<file path="config.mk">
export PLATFORM = sky130hd
export DESIGN_NAME = bapu_back
export DESIGN_NICKNAME = d
export VERILOG_FILES = /design/src/bapu_pkg.sv /design/src/bapu_back.sv
export VERILOG_INCLUDE_DIRS = /design/src /design/src/src
export SDC_FILE = /design/constraint.sdc
export NUM_CORES = 1
export LEC_CHECK = 0
export ABC_AREA = 1
export BUFFER_PORTS_ARGS = -buffer_cell sky130_fd_sc_hd__buf_2
export CORE_ASPECT_RATIO = 1.4
export CORE_MARGIN = 4
export CORE_UTILIZATION = 38
export DETAILED_ROUTE_END_ITERATION = 12
export PLACE_DENSITY = 0.54
export SETUP_SLACK_MARGIN = 0.3
export SYNTH_ARGS = -nofsm -noshare
export SYNTH_HDL_FRONTEND = slang
export SYNTH_SLANG_ARGS = --single-unit
</file>
<file path="constraint.sdc">
create_clock -name clock -period 11.5 [get_ports clock]
set_clock_uncertainty 0.1 [all_clocks]
set_input_delay 2.3 -clock clock [delete_from_list [all_inputs] [get_ports clock]]
set_output_delay 2.3 -clock clock [all_outputs]
set_load 0.1 [all_outputs]
</file>
<file path="src/block_average_pixelation_unit_assert.svh">
`ifndef BLOCK_AVERAGE_PIXELATION_UNIT_ASSERT_SVH
`define BLOCK_AVERAGE_PIXELATION_UNIT_ASSERT_SVH

// same-cycle implication, checked on every rising clock edge outside reset
`define BAPU_ASSERT_NOW(lbl, ante, cons, msg) \
   lbl: assert property (@(posedge clock) disable iff (reset) (ante) |-> (cons)) \
      else $error(msg);

// next-cycle implication
`define BAPU_ASSERT_NEXT(lbl, ante, cons, msg) \
   lbl: assert property (@(posedge clock) disable iff (reset) (ante) |=> (cons)) \
      else $error(msg);

`endif

</file>
<file path="src/bapu_pkg.sv">
package bapu_pkg;

   localparam int DEF_MAX_WIDTH  = 1024;
   localparam int DEF_MAX_HEIGHT = 1024;
   localparam int DEF_MAX_TILE   = 16;

   localparam int PIXEL_W     = 8;
   localparam int SUM_W       = 16;
   localparam int MEAN_W      = 8;
   localparam int STEP_W      = $clog2(MEAN_W);
   localparam int INDEX_W     = 10;
   localparam int SIZE_W      = 5;
   localparam int CNT_W       = 9;
   localparam int TILE_CFG_W  = 5;
   localparam int FRAME_CFG_W = 11;
   localparam int CSR_DATA_W  = 11;
   localparam int CSR_IDX_W   = 2;
   localparam int QUEUE_DEPTH = 2;

   localparam logic [TILE_CFG_W-1:0]  TILE_SIZE_RESET    = 5'd2;
   localparam logic [FRAME_CFG_W-1:0] FRAME_WIDTH_RESET  = 11'd320;
   localparam logic [FRAME_CFG_W-1:0] FRAME_HEIGHT_RESET = 11'd240;

   typedef enum logic [CSR_IDX_W-1:0] {
      CSR_TILE_SIZE    = 2'd0,
      CSR_FRAME_WIDTH  = 2'd1,
      CSR_FRAME_HEIGHT = 2'd2
   } csr_index_type;

   typedef struct packed {
      logic [SUM_W-1:0]   sum;
      logic [INDEX_W-1:0] column;
      logic [INDEX_W-1:0] row;
      logic [SIZE_W-1:0]  width;
      logic [SIZE_W-1:0]  height;
      logic               done;
   } tile_rec_type;

endpackage

</file>
<file path="src/bapu_back.sv">
`include "block_average_pixelation_unit_assert.svh"

module bapu_back
   import bapu_pkg::*;
(
   input  logic               clock,
   input  logic               reset,
   input  logic               rec_valid,
   output logic               rec_ready,
   input  tile_rec_type       rec_data,
   output logic               rsp_valid,
   input  logic               rsp_ready,
   output logic [MEAN_W-1:0]  rsp_tile_mean,
   output logic [INDEX_W-1:0] rsp_tile_column,
   output logic [INDEX_W-1:0] rsp_tile_row,
   output logic [SIZE_W-1:0]  rsp_tile_width,
   output logic [SIZE_W-1:0]  rsp_tile_height,
   output logic               rsp_frame_done
);

   typedef enum logic [2:0] {
      ST_IDLE = 3'b001,
      ST_DIV  = 3'b010,
      ST_HOLD = 3'b100
   } back_state_type;

   back_state_type     state_ff, state_in;
   tile_rec_type       rec_ff;
   logic [SUM_W-1:0]   rem_ff, rem_in;
   logic [MEAN_W-1:0]  quo_ff, quo_in, mean;
   logic [CNT_W-1:0]   cnt_ff;
   logic [STEP_W-1:0]  step_ff;
   logic [SUM_W:0]     shifted;
   logic               fits, out_free, load, load_out;
   logic               rsp_valid_ff, rsp_valid_in;
   logic [MEAN_W-1:0]  rsp_mean_ff;
   tile_rec_type       rsp_rec_ff;

   assign out_free  = !rsp_valid_ff || rsp_ready;
   assign rec_ready = state_ff == ST_IDLE;
   assign load      = rec_valid && rec_ready;

   // one quotient bit a cycle, msb first
   always_comb begin
      shifted = (SUM_W + 1)'(cnt_ff) << step_ff;
      fits    = {1'b0, rem_ff} >= shifted;
      rem_in  = fits ? rem_ff - shifted[SUM_W-1:0] : rem_ff;
      quo_in  = {quo_ff[MEAN_W-2:0], fits};
      mean    = (state_ff == ST_DIV) ? quo_in : quo_ff;
   end

   always_comb begin
      state_in     = state_ff;
      load_out     = 1'b0;
      rsp_valid_in = rsp_valid_ff && !rsp_ready;
      unique case (state_ff)
         ST_IDLE: begin
            if (rec_valid) state_in = ST_DIV;
         end
         ST_DIV: begin
            if (step_ff == '0) begin
               if (out_free) begin
                  load_out = 1'b1;
                  state_in = ST_IDLE;
               end else begin
                  state_in = ST_HOLD;
               end
            end
         end
         ST_HOLD: begin
            if (out_free) begin
               load_out = 1'b1;
               state_in = ST_IDLE;
            end
         end
         default: state_in = ST_IDLE;
      endcase
      if (load_out) rsp_valid_in = 1'b1;
   end

   always_ff @(posedge clock) begin
      if (reset) begin
         state_ff     <= ST_IDLE;
         rsp_valid_ff <= 1'b0;
      end else begin
         state_ff     <= state_in;
         rsp_valid_ff <= rsp_valid_in;
      end
   end

   always_ff @(posedge clock) begin
      if (load) begin
         rec_ff  <= rec_data;
         rem_ff  <= rec_data.sum;
         quo_ff  <= '0;
         cnt_ff  <= CNT_W'(rec_data.width) * CNT_W'(rec_data.height);
         step_ff <= STEP_W'(MEAN_W - 1);
      end else if (state_ff == ST_DIV) begin
         rem_ff  <= rem_in;
         quo_ff  <= quo_in;
         step_ff <= step_ff - 1'b1;
      end
      if (load_out) begin
         rsp_mean_ff <= mean;
         rsp_rec_ff  <= rec_ff;
      end
   end

   assign rsp_valid       = rsp_valid_ff;
   assign rsp_tile_mean   = rsp_mean_ff;
   assign rsp_tile_column = rsp_rec_ff.column;
   assign rsp_tile_row    = rsp_rec_ff.row;
   assign rsp_tile_width  = rsp_rec_ff.width;
   assign rsp_tile_height = rsp_rec_ff.height;
   assign rsp_frame_done  = rsp_rec_ff.done;

   `BAPU_ASSERT_NOW(a_divisor_nonzero, state_ff == ST_DIV, cnt_ff != '0, "zero pixel count in divider")

endmodule

</file>
# [After elaboration in Yosys (flattened, before gate mapping)]
# Index checks and enable logic that the tools add are counted.
[word_totals] regBits=110 latchBits=0 ram_bits=0 romBits=0 input_bits=51 output_inout_bits=41 n_memories=0
[classes] add_sub_neg=2 mul=1 div=0 magnitude_cmp=1 n_eq_ne=6 shift=1 mux=13 bitwise=0 reduce_logical=10
[ops] operator="$mux W16" n=3
[ops] operator="$ge A16 B17 Y1" n=1
[ops] operator="$shl A9 B3 Y17" n=1
[ops] operator="$sub A16 B16 Y16" n=1
[ops] operator="$mux W3" n=4
[ops] operator="$mul A5 B5 Y9" n=1
[ops] operator="$pmux W3 S3" n=1
[ops] operator="$mux W8" n=1
[ops] operator="$ne A2 B2 Y1 const B" n=3
[ops] operator="$reduce_bool A2 Y1" n=2
[ops] operator="$eq A3 B1 Y1 const B" n=1
[ops] operator="$eq A3 B2 Y1 const B" n=1
[ops] operator="$eq A3 B3 Y1 const B" n=1
[ops] operator="$logic_not A3 Y1" n=1
[ops] operator="$mux W1" n=3
[ops] operator="$reduce_and A3 Y1" n=1
[ops] operator="$sub A3 B1 Y3 const B" n=1
[ops] operator="$logic_and A1 B1 Y1" n=2
[ops] operator="$logic_not A1 Y1" n=2
[ops] operator="$pmux W1 S2" n=1
[ops] operator="$reduce_and A2 Y1" n=1
[ops] operator="$logic_or A1 B1 Y1" n=1

# [Depth between registers and ports, before layout]
[depth] word_depth=6 ltp_mapped=18 ltp_nobuf=18

# [Least setup slack after synthesis]
# Ideal clock, no wire load.
[synth_timing] path_kind="in2reg" start="input rec_data[6] (netlist name)" end="register cnt_ff[7], data pin" setup_time_ns=0.265 arrival_time_ns=4.834 t_required_ns=11.135 path_slack_ns=6.301 path_stages=11 path_cell_list="nand2_1 fa_1 fa_1 fa_1 inv_1 ha_1 a21oi_1 nand2_1 a21oi_1 o21ai_0 xor2_1"
[synth_between] elab_chain_len=1
[synth_rtl] element="start, declared" line_no="bapu_back.sv:10" source="input tile_rec_type rec_data,"
[synth_rtl] element="$mul A5 B5 Y9" line_no="bapu_back.sv:96" source="cnt_ff <= CNT_W'(rec_data.width) * CNT_W'(rec_data.height);"
[synth_rtl] element="end signal, assigned" line_no="bapu_back.sv:96"
[synth_rtl] element="end, declared" line_no="bapu_back.sv:31" source="logic [CNT_W-1:0] cnt_ff;"
# No other way between the ends.
# A chain may end at the register's enable or synchronous reset.

# [Worst setup path in the final report]
# Same ends and word-level chain as after synthesis.

==> key figures <==
Detailed routing
  • DRC violations left: 0
  • Routed WL per cell: 13.46 um
  • Drt pass-1 iters: 4
  • Vias per inst: 4.691
  • Final WL: 11.48 mm
  • Vias: 4,001
  • Post-DRT Antenna Nets: 0
  • Detailed router's first-iteration violation count: 208

Clocking
  • CTS tree: done
  • TritonCTS buffer count: 9
  • Longest Clk Path Bufs: 2
  • Clock sinks: 110
  • CTS Hold Buffers Added: 0
  • CTS Root Cell: clkbuf_16
  • Post-CTS Setup Repair Bufs: 0
  • Clk_lat worst skew: 0.35 ns
  • Reg clk slew, reported paths: 0.08 ns
  • H-Tree Depth: 3
  • Cts repair resizes: 0

Min path
  • Hold_sp: rec_ff[23]
  • Hold Path Class: flop to flop
  • Hold EP: rsp_tile_column[2]
  • Hold depth: 0

Yosys
  • Synth Register Bits: 110
  • Yosys warns: 0
  • Sequential element share of the synthesized area: 55.99%
  • Syn nets: 659
  • Synth Cell Area: 0.005632 mm^2
  • Synth cell types: 34
  • Post-Synthesis Cells: 564
  • Synth Area per Inst: 9.985 um^2

Finish
  • Area Growth Syn to Fin: 17.02%
  • Utilization after layout: 45.42%
  • Layout cells sized above 1: 18.52%
  • Commonest non-fill, non-tap cell in the layout: nand2_1
  • Nets@finish: 754
  • Diode count: 0
  • Commonest cells after routing, fill and taps aside: nand2_1 (163), edfxtp_1 (95), buf_2 (91)

Die
  • Ports: 92
  • Die span in y: 152.0 um
  • Die width: 110.9 um
  • Starting Density: 38.82%
  • Core area: 0.01451 mm^2
  • Num rows: 52
  • Die ar.: 0.01686 mm^2

GRT
  • Initial antenna violation count: 0
  • First-pass GRT wire length: 19.13 mm
  • Largest net degree at the start of global routing: 68
  • Aggregate global routing overflow: 0
  • Vias in the first global route: 3,864
  • GR Util All Layers: 14.07%

Pwr
  • Static Leak: 3.005 nW
  • Power Density: 201.9 mW/mm^2
  • Peak VDD IR: 0.1271 mV

Timing
  • Final Cycle Share: 44.38%
  • Final hold slack: 0.3179 ns
  • Fin. max-slew vios: 0
  • # setup viols final: 0
  • Final Hold Fails: 0
  • Min Tclk post-route: 5.104 ns
  • Total Neg Setup Slack: 0 ns
  • Slew margin rel.: 29.07%
  • Worst-Margin Slew: 1.061 ns
  • RSZ-0062 raised after global routing: false
  • Fmax achieved: 195.9 MHz

Placed design
  • I/O Buffers: 91
  • Gpl congestion: 0.8965
  • DP Wirelength: 8.708 mm

Setup path
  • Worst setup EP type: flop
  • R2R cell count: 15
  • Worst R2R End: rem_ff[7]
  • R2R Setup Slk: 8.02 ns
  • Setup crit start kind: input pin
  • Critical Path RT: 11.49 ns
  • Crit-path max FO: 6
  • Setup CP Type: input pin to flop
  • Critical Path AT: 5.10 ns
  • Worst r2r src: step_ff[0]

Job
  • Max-cap violations: 0

Outcome
  • Run status: complete, no violations
power by group:
part / internal, mW / switching, mW
clock network: 0.155 / 0.154
registers: 0.509 / 0.0220
logic: 0.167 / 0.325
total: 0.830 / 0.501
routing by layer:
layer,track usage (%),vias up,part of all wire [%]
met5,0,-,0
met4,4.636,0,1.8
met3,2.587,12,3.5
met2,25.67,84,53
met1,16.55,1842,42
li1,-,2063,-
worst max-delay path, stage by stage:
cell	delay [ns]
buf_2	0.14
nand2_1	0.09
fa_1	0.51
fa_1	0.52
fa_1	0.54
inv_1	0.04
ha_1	0.34
a21oi_1	0.16
nand2_1	0.09
a21oi_1	0.12
o21ai_0	0.10
xor2_1	0.15
worst max path at each step:
stage                           start   endpoint  slack (ns)  cells after the start
after floorplan           rec_data[6]  cnt_ff[7]        6.30                     11
after global placement    rec_data[5]  cnt_ff[7]        6.06                     12
after detailed placement  rec_data[6]  cnt_ff[7]        6.04                     12
after CTS                 rec_data[6]  cnt_ff[7]        6.41                     12
after global routing      rec_data[5]  cnt_ff[8]        6.17                     15
final                     rec_data[6]  cnt_ff[7]        6.40                     12
sequential cells by signal, indices dropped and copies added (netlist names):
register         count
rsp_frame_done       1
rsp_tile_mean        8
rsp_valid            1
cnt_ff               9
step_ff              3
rsp_tile_row        10
quo_ff               8
rec_ff              31
rsp_tile_column     10
rem_ff              16
state_ff             3
rsp_tile_height      5
rsp_tile_width       5
cell type report:
class | count | area [um^2]
Clock buffer | 9 | 225.2
Clock inverter | 7 | 77.57
Fill cell | 1408 | 7919
Inverter | 76 | 285.3
Multi-Input combinational cell | 370 | 2150
Sequential cell | 110 | 3153
Tap cell | 189 | 236.5
Timing Repair Buffer | 92 | 462.9
cell usage after synthesis (all sizes together):
| master | n | share of area, % |
|---|---|---|
| nand2 | 163 | 11 |
| edfxtp | 95 | 51 |
| inv | 76 | 5.1 |
| o21ai | 36 | 3.3 |
| ha | 35 | 7.8 |
| nand3 | 30 | 2.7 |
| nor2 | 30 | 2.3 |
| a21oi | 27 | 2.5 |
| dfxtp | 15 | 5.3 |
| fa | 9 | 3.2 |
| xor2 | 9 | 1.4 |
| and2 | 6 | 0.67 |
| buf | 6 | 0.78 |
| a31oi | 4 | 0.44 |
| or2 | 4 | 0.44 |
| nand3b | 3 | 0.40 |
| nand4 | 3 | 0.33 |
| nor3 | 3 | 0.67 |
| clkbuf | 2 | 0.13 |
| xnor2 | 2 | 0.31 |
| a211oi | 1 | 0.13 |
| a21o | 1 | 0.13 |
| mux2i | 1 | 0.18 |
| o211ai | 1 | 0.13 |
| o21a | 1 | 0.13 |
| o21bai | 1 | 0.13 |
kinds of logic (layout without fill, tap and decap cells):
group,count (synthesis),in the layout,synth area share (%)
buffers and inverters,84,184,5.977
multiplexers,1,1,0.1777
AND/OR/NAND/NOR,242,242,18.33
XOR/XNOR,11,11,1.711
AO/OA/AOI/OAI,72,72,6.843
flip-flops,110,110,55.99
adder cells (fa/ha/maj),44,44,10.98
stage by stage:
step / setup WS [ns] / std cells / power, mW / instance area [um^2]
after floorplan: 6.301 / 564 / 0.9209 / 5632
after global placement: 6.057 / 837 / 1.027 / 6287
after detailed placement: 6.038 / 837 / 1.033 / 6287
after CTS: 6.408 / 853 / 1.346 / 6590
after global routing: 6.175 / 853 / 1.441 / 6590
final: 6.396 / 853 / 1.331 / 6590
No activity file was read; power rests on OpenSTA's default activity.
