<file path="src/block_average_pixelation_unit_assert.svh">
`ifndef BLOCK_AVERAGE_PIXELATION_UNIT_ASSERT_SVH
`define BLOCK_AVERAGE_PIXELATION_UNIT_ASSERT_SVH

// same-cycle implication, checked on every rising clock edge outside reset
`define BAPU_ASSERT_NOW(lbl, ante, cons, msg) \
   lbl: assert property (@(posedge clock) disable iff (reset) (ante) |-> (cons)) \
      else $error(msg);

// next-cycle implication
`define BAPU_ASSERT_NEXT(lbl, ante, cons, msg) \
   lbl: assert property (@(posedge clock) disable iff (reset) (ante) |=> (cons)) \
      else $error(msg);

`endif

</file>
<file path="src/bapu_pkg.sv">
package bapu_pkg;

   localparam int DEF_MAX_WIDTH  = 1024;
   localparam int DEF_MAX_HEIGHT = 1024;
   localparam int DEF_MAX_TILE   = 16;

   localparam int PIXEL_W     = 8;
   localparam int SUM_W       = 16;
   localparam int MEAN_W      = 8;
   localparam int STEP_W      = $clog2(MEAN_W);
   localparam int INDEX_W     = 10;
   localparam int SIZE_W      = 5;
   localparam int CNT_W       = 9;
   localparam int TILE_CFG_W  = 5;
   localparam int FRAME_CFG_W = 11;
   localparam int CSR_DATA_W  = 11;
   localparam int CSR_IDX_W   = 2;
   localparam int QUEUE_DEPTH = 2;

   localparam logic [TILE_CFG_W-1:0]  TILE_SIZE_RESET    = 5'd2;
   localparam logic [FRAME_CFG_W-1:0] FRAME_WIDTH_RESET  = 11'd320;
   localparam logic [FRAME_CFG_W-1:0] FRAME_HEIGHT_RESET = 11'd240;

   typedef enum logic [CSR_IDX_W-1:0] {
      CSR_TILE_SIZE    = 2'd0,
      CSR_FRAME_WIDTH  = 2'd1,
      CSR_FRAME_HEIGHT = 2'd2
   } csr_index_type;

   typedef struct packed {
      logic [SUM_W-1:0]   sum;
      logic [INDEX_W-1:0] column;
      logic [INDEX_W-1:0] row;
      logic [SIZE_W-1:0]  width;
      logic [SIZE_W-1:0]  height;
      logic               done;
   } tile_rec_type;

endpackage

</file>
<file path="src/bapu_queue.sv">
`include "block_average_pixelation_unit_assert.svh"

module bapu_queue
   import bapu_pkg::*;
(
   input  logic         clock,
   input  logic         reset,
   input  logic         push_valid,
   output logic         push_ready,
   input  tile_rec_type push_data,
   output logic         pop_valid,
   input  logic         pop_ready,
   output tile_rec_type pop_data
);

   localparam int PW = (QUEUE_DEPTH > 1) ? $clog2(QUEUE_DEPTH) : 1;
   localparam int CW = $clog2(QUEUE_DEPTH + 1);

   tile_rec_type  entries_ff [QUEUE_DEPTH];
   logic [PW-1:0] wptr_ff, wptr_in, rptr_ff, rptr_in;
   logic [CW-1:0] count_ff, count_in;
   logic          push, pop;

   assign push_ready = count_ff != CW'(QUEUE_DEPTH);
   assign pop_valid  = count_ff != '0;
   assign push       = push_valid && push_ready;
   assign pop        = pop_valid && pop_ready;
   assign pop_data   = entries_ff[rptr_ff];

   always_comb begin
      wptr_in  = wptr_ff;
      rptr_in  = rptr_ff;
      count_in = count_ff;
      if (push) begin
         wptr_in = (32'(wptr_ff) == QUEUE_DEPTH - 1) ? '0 : wptr_ff + 1'b1;
      end
      if (pop) begin
         rptr_in = (32'(rptr_ff) == QUEUE_DEPTH - 1) ? '0 : rptr_ff + 1'b1;
      end
      if (push && !pop) count_in = count_ff + 1'b1;
      else if (pop && !push) count_in = count_ff - 1'b1;
   end

   always_ff @(posedge clock) begin
      if (reset) begin
         wptr_ff  <= '0;
         rptr_ff  <= '0;
         count_ff <= '0;
      end else begin
         wptr_ff  <= wptr_in;
         rptr_ff  <= rptr_in;
         count_ff <= count_in;
      end
   end

   always_ff @(posedge clock) begin
      if (push) begin
         entries_ff[wptr_ff] <= push_data;
      end
   end

   `BAPU_ASSERT_NEXT(a_count_tracks, push && !pop, count_ff == $past(count_ff) + 1'b1, "queue count lost a word")
   `BAPU_ASSERT_NOW(a_ptr_gap, count_ff == '0, wptr_ff == rptr_ff, "queue pointers disagree when empty")

endmodule

</file>
<file path="config.mk">
export PLATFORM = sky130hd
export DESIGN_NAME = bapu_queue
export DESIGN_NICKNAME = d
export VERILOG_FILES = /design/src/bapu_pkg.sv /design/src/bapu_queue.sv
export VERILOG_INCLUDE_DIRS = /design/src /design/src/src
export SDC_FILE = /design/constraint.sdc
export NUM_CORES = 1
export LEC_CHECK = 0
export ABC_CLOCK_PERIOD_IN_PS = 3000
export BUFFER_PORTS_ARGS = -buffer_cell sky130_fd_sc_hd__buf_2
export CAP_MARGIN = 20
export CORE_MARGIN = 5
export CORE_UTILIZATION = 51
export CTS_BUF_LIST = sky130_fd_sc_hd__clkbuf_16
export CTS_CLUSTER_DIAMETER = 200
export DETAILED_ROUTE_END_ITERATION = 16
export PLACE_DENSITY = 0.78
export SLEW_MARGIN = 10
export SYNTH_ARGS = -nofsm -noshare
export SYNTH_HDL_FRONTEND = slang
export SYNTH_SLANG_ARGS = --single-unit
</file>
<file path="constraint.sdc">
create_clock -name clock -period 3 [get_ports clock]
set_input_delay 0.15 -clock clock [delete_from_list [all_inputs] [get_ports clock]]
set_output_delay 0.15 -clock clock [all_outputs]
set_load 0.05 [all_outputs]
</file>
== Yosys cells after proc, flatten, opt, wreduce, memory -nomap -nowiden ==
Memories as Yosys holds them, arrays and structs flattened. A register that Yosys moved wholly into a read port is not among the register bits.
Cells that the tools add are included.
Word-level totals
  word-level logic and storage cells: 25
  output and inout port bits: 49
  memory bits (writable): 94
  register bits: 4
  bits of input ports: 51
  memories kept: 1
Cells by class
  reductions and logical operators: 8
  muxes and demuxes: 8
  equal/unequal tests: 1
  add/subtract/negate cells: 4
Memory list
  entries_ff: depth 2, width 47, read ports 1, clocked after Yosys merged registers in 1, wr ports 1, line bapu_queue.sv:19  | tile_rec_type entries_ff [QUEUE_DEPTH];
Operators with widths (number)
  $mux W1: 6
  $logic_and A1 B1 Y1: 4
  $mux W2: 2
  $reduce_bool A2 Y1: 2
  $add A1 B1 Y1 const B: 2
  $add A2 B1 Y2 const B: 1
  $logic_not A1 Y1: 2
  $ne A2 B2 Y1 const B: 1
  $sub A2 B1 Y2 const B: 1

== Longest topological paths before layout ==
Gate-level depths: netlist of run 1.
  word-level depth: 6
  depth in mapped cells: 6

== Worst setup path before layout of run 1 ==
OpenSTA, ideal clock, no wires.
  path type: register to register
  start point: reg count_ff[0]
  end point: mem entries_ff[1][0] (netlist bit), enable pin
  arrival: 2152 ps
  data required time: 2591 ps
  slack: 438 ps
  library setup time: 409 ps
  cell stages (with the launch flop): 3
  path buffers: 0
  path through: dfxtp_1 > nand2b_1 > and3_1
Between the ends
  word-level cells in the longest chain between the ends: 4
RTL lines
  start: declaration: line bapu_queue.sv:21  | logic [CW-1:0] count_ff, count_in;
  start signal: assignment: line bapu_queue.sv:52  | count_ff <= count_in;
  $ne A2 B2 Y1: line bapu_queue.sv:24  | assign push_ready = count_ff != CW'(QUEUE_DEPTH);
  named net push_ready: line bapu_queue.sv:9  | output logic push_ready,
  $logic_and A1 B1 Y1: line bapu_queue.sv:26  | assign push = push_valid && push_ready;
  $mux W1: line bapu_queue.sv:57  | if (push) begin
  $mux W1 (implied by the code): line bapu_queue.sv:58  | entries_ff[wptr_ff] <= push_data;
  end: declaration: line bapu_queue.sv:19
The timed path passes the listed nets, and every way through them passes these cells.

==> results list, run 1 <==
- The flow ran to the end, and the final reports show no timing, DRC or antenna violations.
* Worst reg2reg path depth: 4
* GRT Overall Usage: 0.160
- Area taken by flip-flops and latches: 0.00292 mm²
* Root cell of the clock tree: clkbuf_16
- The worst pin sits at a relative slew slack of 0.539.
- Warning count from the yosys run: 0
- Of the synthesized area, sequential elements account for 0.808.
* TritonCTS clock tree: built
- The wire-length estimate of the detail-placed layout is 4330 µm.
* Number of core rows: 30
* Routed length per instance: 16.6 µm
- The detailed router finished its first iteration with 89 violations.
- Power spread over the standard cell area amounts to 940 mW/mm².
- The final number of hold-violating endpoints is 0.
* Area growth from synthesis to layout: 32.0%
* Number of antenna diodes: 0
* Vias per std cell: 4.83
* Worst reg2reg startpoint: count_ff[0]
* DRT antenna net count: 0
- After clock tree synthesis, the clock-pin slew on the worst setup and hold paths is 0.06 ns.
- Leakage: 1.81 nW
- In the post-synthesis netlist, the biggest area contributors are edfxtp_1, mux2_2, dfxtp_1.
* Synthesized cell area: 0.00362 mm²
- The first global-routing pass estimated 10,600 µm of wire.
- The worst setup path is of the register to output pin kind.
- Among all flip-flop cells after synthesis, the most frequent one is edfxtp_1.
- Maximum level of the CTS H-tree: 3
- Transition time of the tightest slew-check pin: 0.691 ns
- VDD sags by at most 871 µV.
- Length of the first detailed-routing pass in iterations: 4
- In this run the post-CTS setup repair buffer count came out at 0.
- Summing all multi-input logic gate instances after layout gives 649 µm².
- Maximum fanout count along the critical path: 21
- Subtracting the final worst setup slack from the clock period gives 2.06 ns.
- For this run, asynchronously set or reset flops after synthesis account for 0.
- Cell with the most instances after synthesis: edfxtp_1
- Of all cell types, the one taking the most synthesized area is edfxtp_1.
- After detailed routing, the number of remaining DRC violations is 0.
* CP Data Required Time: 2.85 ns
- The share of synthesized area in the top cell type comes to 0.780.
* Antenna violations before repair: 0
* Global route total overflow: 0
* Via count of the first global-routing pass: 2,128
- Entering global routing, the biggest net connects 48 pins.
- Setup repair after global routing missed its margin: no
- Clock net sink count: 99
- Width of the die: 94.2 µm
- Overall Power: 4.49 mW
* Number of nets in the layout: 356
- FILL cells: 486
- Max-cap violation count: 0
- Setup violations remaining at the end of the flow were counted as 0.
* Fin. max-slew vios: 0
- Synthesis handed over a netlist of 170 instances.
- Height of the die: 94.2 µm
* Post-synth EDFFs: 94
- WL final: 6710 µm
- Counting distinct cell types in the post-synthesis netlist gives 18.
- Max Clock Freq: 0.486 GHz
* Hold WC Path Type: input port to register
- The final route contains 1,955 vias.
- The path with the worst hold slack has its endpoint at entries_ff[1][44].
- At the end of routability-driven placement, the weighted congestion stood at 0.690.
- The synthesized design contains 99 register bits.
- Synthesized Nets: 222
- Buffers placed on the I/O ports in this run total 99.
- Crit. End Element: output pin
- The core region is 0.00683 mm².
- R2r endpoint: entries_ff[0][19]
* CTS max path bufs: 2
- The worst hold path begins at push_data[44].
* PnR worst setup slack: 0.941 ns
- The die covers 0.00888 mm².
* Mean post-synth cell area: 21.3 µm²
- CTS Buf Count: 9
* Layout cell share with drive strength beyond 1: 0.553
- Startpoint types: register
* Signal arrival time at the worst endpoint: 1.91 ns
- Reg-to-reg setup timing slack: 1.09 ns
- On the final layout, the worst hold slack is 0.0126 ns.
* Number of cells on the worst hold path: 1
- Worst setup timing slack at the placement stage: 1.10 ns
* Setup_tns: 0 ns
* Number of top-level design ports: 100
* Cell types with the highest counts after synthesis: edfxtp_1, mux2_2, dfxtp_1
- Dividing the final minimum period by the clock period gives 0.686.
- At the later pin of the worst-skew pair, clock insertion delay measures 0.33 ns.
- Starting density of the core: 0.530
- Clock skew on the completed layout was measured at 0.00503 ns.
==> cell families (layout without fill, tap and decap cells) <==
kind of cell / Yosys count / after routing / synth area share
flops: 99 / 99 / 0.808
compound gates: 5 / 5 / 0.00830
buf+inv: 6 / 145 / 0.0131
fa+ha+maj: 1 / 1 / 0.00346
mux: 47 / 47 / 0.146
xor+xnor: 3 / 3 / 0.00726
simple gates: 9 / 9 / 0.0138
==> state kept, by name, summed over array words and instances, names as in the netlist, named ones only <==
| name | cells |
|---|---|
| entries_ff | 94 |
| rptr_ff | 1 |
| count_ff | 2 |
| wptr_ff | 1 |
==> stage by stage <==
stage / utilization / cell area (µm²) / cells
4_1_cts: 0.695 / 4750 / 402
5_1_grt: 0.699 / 4780 / 405
3_3_place_gp: 0.621 / 4240 / 365
3_5_place_dp: 0.621 / 4240 / 365
2_1_floorplan: - / 3620 / 170
6_report: 0.699 / 4780 / 405
==> worst max-delay path, cell delays in order (launching register included) <==
cell and delay, ns:
dfxtp_2 0.67, buf_4 0.33, mux2_2 0.37, buf_2 0.21
==> worst max path at each step <==
stage	from	endpoint	slack, ns	cells past startpoint
4_1_cts	register	pop_data[5]	0.90	3
3_3_place_gp	count_ff[0]	entries_ff[0][19]	1.17	4
2_1_floorplan	count_ff[0]	entries_ff[1][0]	0.44	2
6_report	register	pop_data[5]	0.94	3
3_5_place_dp	count_ff[0]	entries_ff[0][19]	1.10	4
5_1_grt	register	pop_data[21]	0.83	3
==> repair_timing <==
item / 4_1_cts / 5_1_grt
hold buffers: 21 / 3
hold endpoints to repair: 41 / 4
resized for setup: 0 / 0
==> layer usage <==
layer	global-route usage	wire [µm]	vias up
met5	0	0	-
met1	0.184	2680	948
met2	0.277	3510	60
met3	0.0489	421	10
met4	0.0674	104	0
li1	-	-	937
==> report_power, final <==
| group | switching [mW] | leakage (nW) | internal, mW | total, mW |
|---|---|---|---|---|
| logic | 1.10 | 0.748 | 0.460 | 1.56 |
| registers | 0.0890 | 0.919 | 1.73 | 1.82 |
| clock network | 0.467 | 0.139 | 0.643 | 1.11 |
==> area by class of cell <==
class                      instances  share of cell area
clock buffer                       9              0.0472
timing repair buffer             128               0.165
sequential                        99               0.612
clock inverter                     7              0.0141
tap                               96              0.0252
inverter                           1            0.000786
multi-input combinational         65               0.136
==> cell usage in the layout, fill, tap and decap left out, drive strengths merged <==
cell and n:
clkinv 3, or2 1, buf 104, edfxtp 94
ha 1, dlygate4sd3 24, xor2 3, mux2 47
clkinvlp 2, clkbuf 9, o21ai 2, and3 1
dfxtp 5, a21oi 2, and2 1, or3 1
inv 2, nor2 3, nand3b 1, bufinv 1
nand2b 1, a21bo 1
Power figures use the tool's default switching activity.
==> run 2: changes to the inputs <==
Settings changed: ABC_CLOCK_PERIOD_IN_PS 3000 to 1700, CORE_UTILIZATION 51 to 46, PLACE_DENSITY 0.78 to 0.74.
Clock period 3 ns to 1.7 ns, I/O delays scaled along.
==> run 2 against run 1 <==
Final area up 6.2%. Die area is 9.7% higher. Combinational power rose by 88%. Sequential share of layout area down 3.5 points. Register-to-register slack lost 0.97 ns. Largest power group unchanged. Critical path type is now register to register. Non-clock buffer count is 25 higher. Utilization decreased by 3.9 points. Sequential power increased by 73%. Sequential cell count did not move. Power grew 75%. Critical path depth grew 1.
==> results list, run 2 (synthesized netlist as in run 1, its figures left out) <==
- The flow ran to the end, and the final reports show no timing, DRC or antenna violations.
- Area growth from synthesis to layout: 40.1%
- Sequential share of power: 0.400 (-0.005)
- In the finished design, the share of the clock period the worst path needs comes to 0.930.
- Root cell of the clock tree: clkbuf_16
* Type of the worst setup path: register to register
- The max capacitance violation total is 0 (unchanged).
- The number of antenna-violating nets in the routed design came to 0 (unchanged).
- Minimum clock period after layout: 1.58 ns
- Area of the core: 0.00769 mm² (+13%)
- Crit. End Element: register
* Number of core rows: 32 (+6.7%)
- In the layout the commonest cells are buf_2, edfxtp_1, dlygate4sd3_1, mux2_2, clkbuf_16.
* Port Buf Inserts: 99 (unchanged)
- Number of antenna diodes: 0 (unchanged)
* Number of flip-flops in the largest register: 94 (unchanged)
- The kind of cell with the highest combined delay along the critical path is compound AO/OA/AOI/OAI gates.
* Latest clock arrival within the worst-skew pair: 0.32 ns (about the same)
- Finished Layout Cells: 436 (+7.7%)
- Layout Skew: 0.00332 ns (-0.00171 ns)
- Maximum fanout count along the critical path: 5 (-76%)
* Worst setup timing slack at the placement stage: 0.118 ns (-0.978 ns)
* Switching Share: 0.370 (+0.000979)
- Number of nets in the layout: 381 (+7.0%)
- Clock-pin slew on the worst setup and hold paths: 0.06 ns (about the same)
- The die width came to 98.7 µm (+4.7%).
- Total net switching power: 2.91 mW (+76%)
- entries_ff holds more flip-flops than any other register.
* PnR worst setup slack: 0.120 ns (-0.822 ns)
- CP Data Required Time: 1.96 ns (-0.89 ns)
- Overall Power: 7.87 mW (+75%)
- The leakage power is 1.92 nW (+6.1%).
- Setup repair after global routing left no endpoint under its margin.
* Worst hold margin: 0.0806 ns (+0.0680 ns)
- Max Clock Freq: 0.633 GHz
- Maximum VDD drop: 856 µV (-1.7%)
* Transition time of the tightest slew-check pin: 0.360 ns (-0.330 ns)
- Vias after detailed routing: 2,032 (+3.9%)
- Wire length of the first global-routing pass: 10,300 µm (-2.4%)
* Hold WC Path Type: input port to register
- Final-report setup violation count: 0 (unchanged)
* Leading cell type in the layout, fill and taps excluded: buf_2
* Layout cell share with drive strength beyond 1: 0.518 (-0.0354)
- DRC Markers: 0 (unchanged)
- The number of antenna violations at the first check in global routing is 0 (unchanged).
* Clock net sink count: 99 (unchanged)
- Clock power frac: 0.227 (-0.020)
* Largest registers: entries_ff: 94 flops, count_ff: 2 flops
- Internal power contribution: 4.96 mW (+75%)
- The pin count of the biggest net entering global routing came to 36 (-25%).
- The final number of hold-violating endpoints was 0 (unchanged).
- Via count of the first global-routing pass: 2,186 (+2.7%)
* Global route total overflow: 0 (unchanged)
- Setup_tns: 0 ns (unchanged)
* Starting density of the core: 0.471 (-0.0590)
- The placed instance count came to 372 (+1.9%).
* Share of total power in combinational logic: 0.373 (+0.025)
- TritonCTS built the clock tree.
* Length of the first detailed-routing pass in iterations: 4 (unchanged)
- The maximum number of buffers from clock root to sink was 2 (unchanged).
* GRT Overall Usage: 0.138 (-0.0223)
* Number of top-level design ports: 100 (unchanged)
- WL final: 6390 µm (-4.8%)
* Initial detailed-routing violation count: 41 (-54%)
- The max-slew violation count was 0 (unchanged).
- The buffer count from post-CTS setup fixing was 0 (unchanged).
- The weighted congestion reported at the end of routability-driven placement is 0.735 (+6.5%).
- Routed length per instance: 14.7 µm (-12%)
* Area enclosed by the die boundary: 0.00974 mm² (+9.7%)
- The slowest stage of the critical path belongs to the cell dfxtp_1.
* Signal arrival time at the worst endpoint: 1.84 ns (-0.07 ns)
* Startpoint types: register
- Vias per std cell: 4.66 (-3.5%)
- The die height is 98.7 µm (+4.7%).
- CP Cell Sequence: o21ai_0 > ha_1 > or3_1 > a21oi_1
- The final HPWL from detailed placement came to 4150 µm (-4.2%).
* CTS Buf Count: 9 (unchanged)
* Count of buffer and inverter cells on the critical path: 0 (-2)
- The tightest slew margin relative to the limit is 0.757 (+0.218).
- The H-tree level count was 3 (unchanged).
* Longest individual stage delay on the worst path: 0.35 ns (-0.32 ns)
* Ratio of total power to cell area: 1550 mW/mm² (+65%)
## run 2: cell type report
| type | count | area, µm² |
|---|---|---|
| timing repair buffer | 153 | 1080 |
| inverter | 1 | 7.51 |
| multi-input combinational | 65 | 657 |
| clock buffer | 9 | 225 |
| tap | 102 | 128 |
| fill | 556 | 2620 |
| sequential | 99 | 2930 |
| clock inverter | 7 | 45.0 |
## run 2: power by group through the flow
stage               clock network (mW)  registers [mW]  logic (mW)
finish                            1.79            3.15        2.93
global route                      1.98            3.17        3.10
CTS                               1.85            3.15        2.98
detailed placement                   0            3.20        2.88
global placement                     0            3.18        2.86
floorplan                            0            3.17        2.25
## run 2: what timing repair did
item,4_1_cts,5_1_grt
hold endpoints to repair,99,0
hold buffers,48,0
gates resized for setup,0,0
## run 2: final timing paths
check                           cells after the start   startpoint           to  slack, ns
worst min register to register                      2      rptr_ff     register       0.55
worst max register to register                      4  count_ff[1]  count_ff[1]       0.12
worst max-delay path                                4  count_ff[1]  count_ff[1]       0.12
worst min-delay path                                3   push_valid      wptr_ff       0.08
## run 2: worst reg2reg max path, stage by stage (launching register included)
cell,delay [ns]
dfxtp_1,0.35
o21ai_0,0.34
ha_1,0.34
or3_1,0.35
a21oi_1,0.13
## run 2: per-stage QoR
| stage | cell area (µm²) | util |
|---|---|---|
| 2_1_floorplan | 3630 | - |
| 3_3_place_gp | 4320 | 0.562 |
| 3_5_place_dp | 4320 | 0.562 |
| 4_1_cts | 5070 | 0.660 |
| 5_1_grt | 5070 | 0.660 |
| 6_report | 5070 | 0.660 |
## run 2: routing by layer
layer  GRT usage  routed length, µm  vias to the layer above
met2       0.246               3400                       61
met5           0                  0                        -
li1            -                  -                      984
met4      0.0431                 76                        0
met3      0.0573                441                        9
met1       0.150               2470                      978
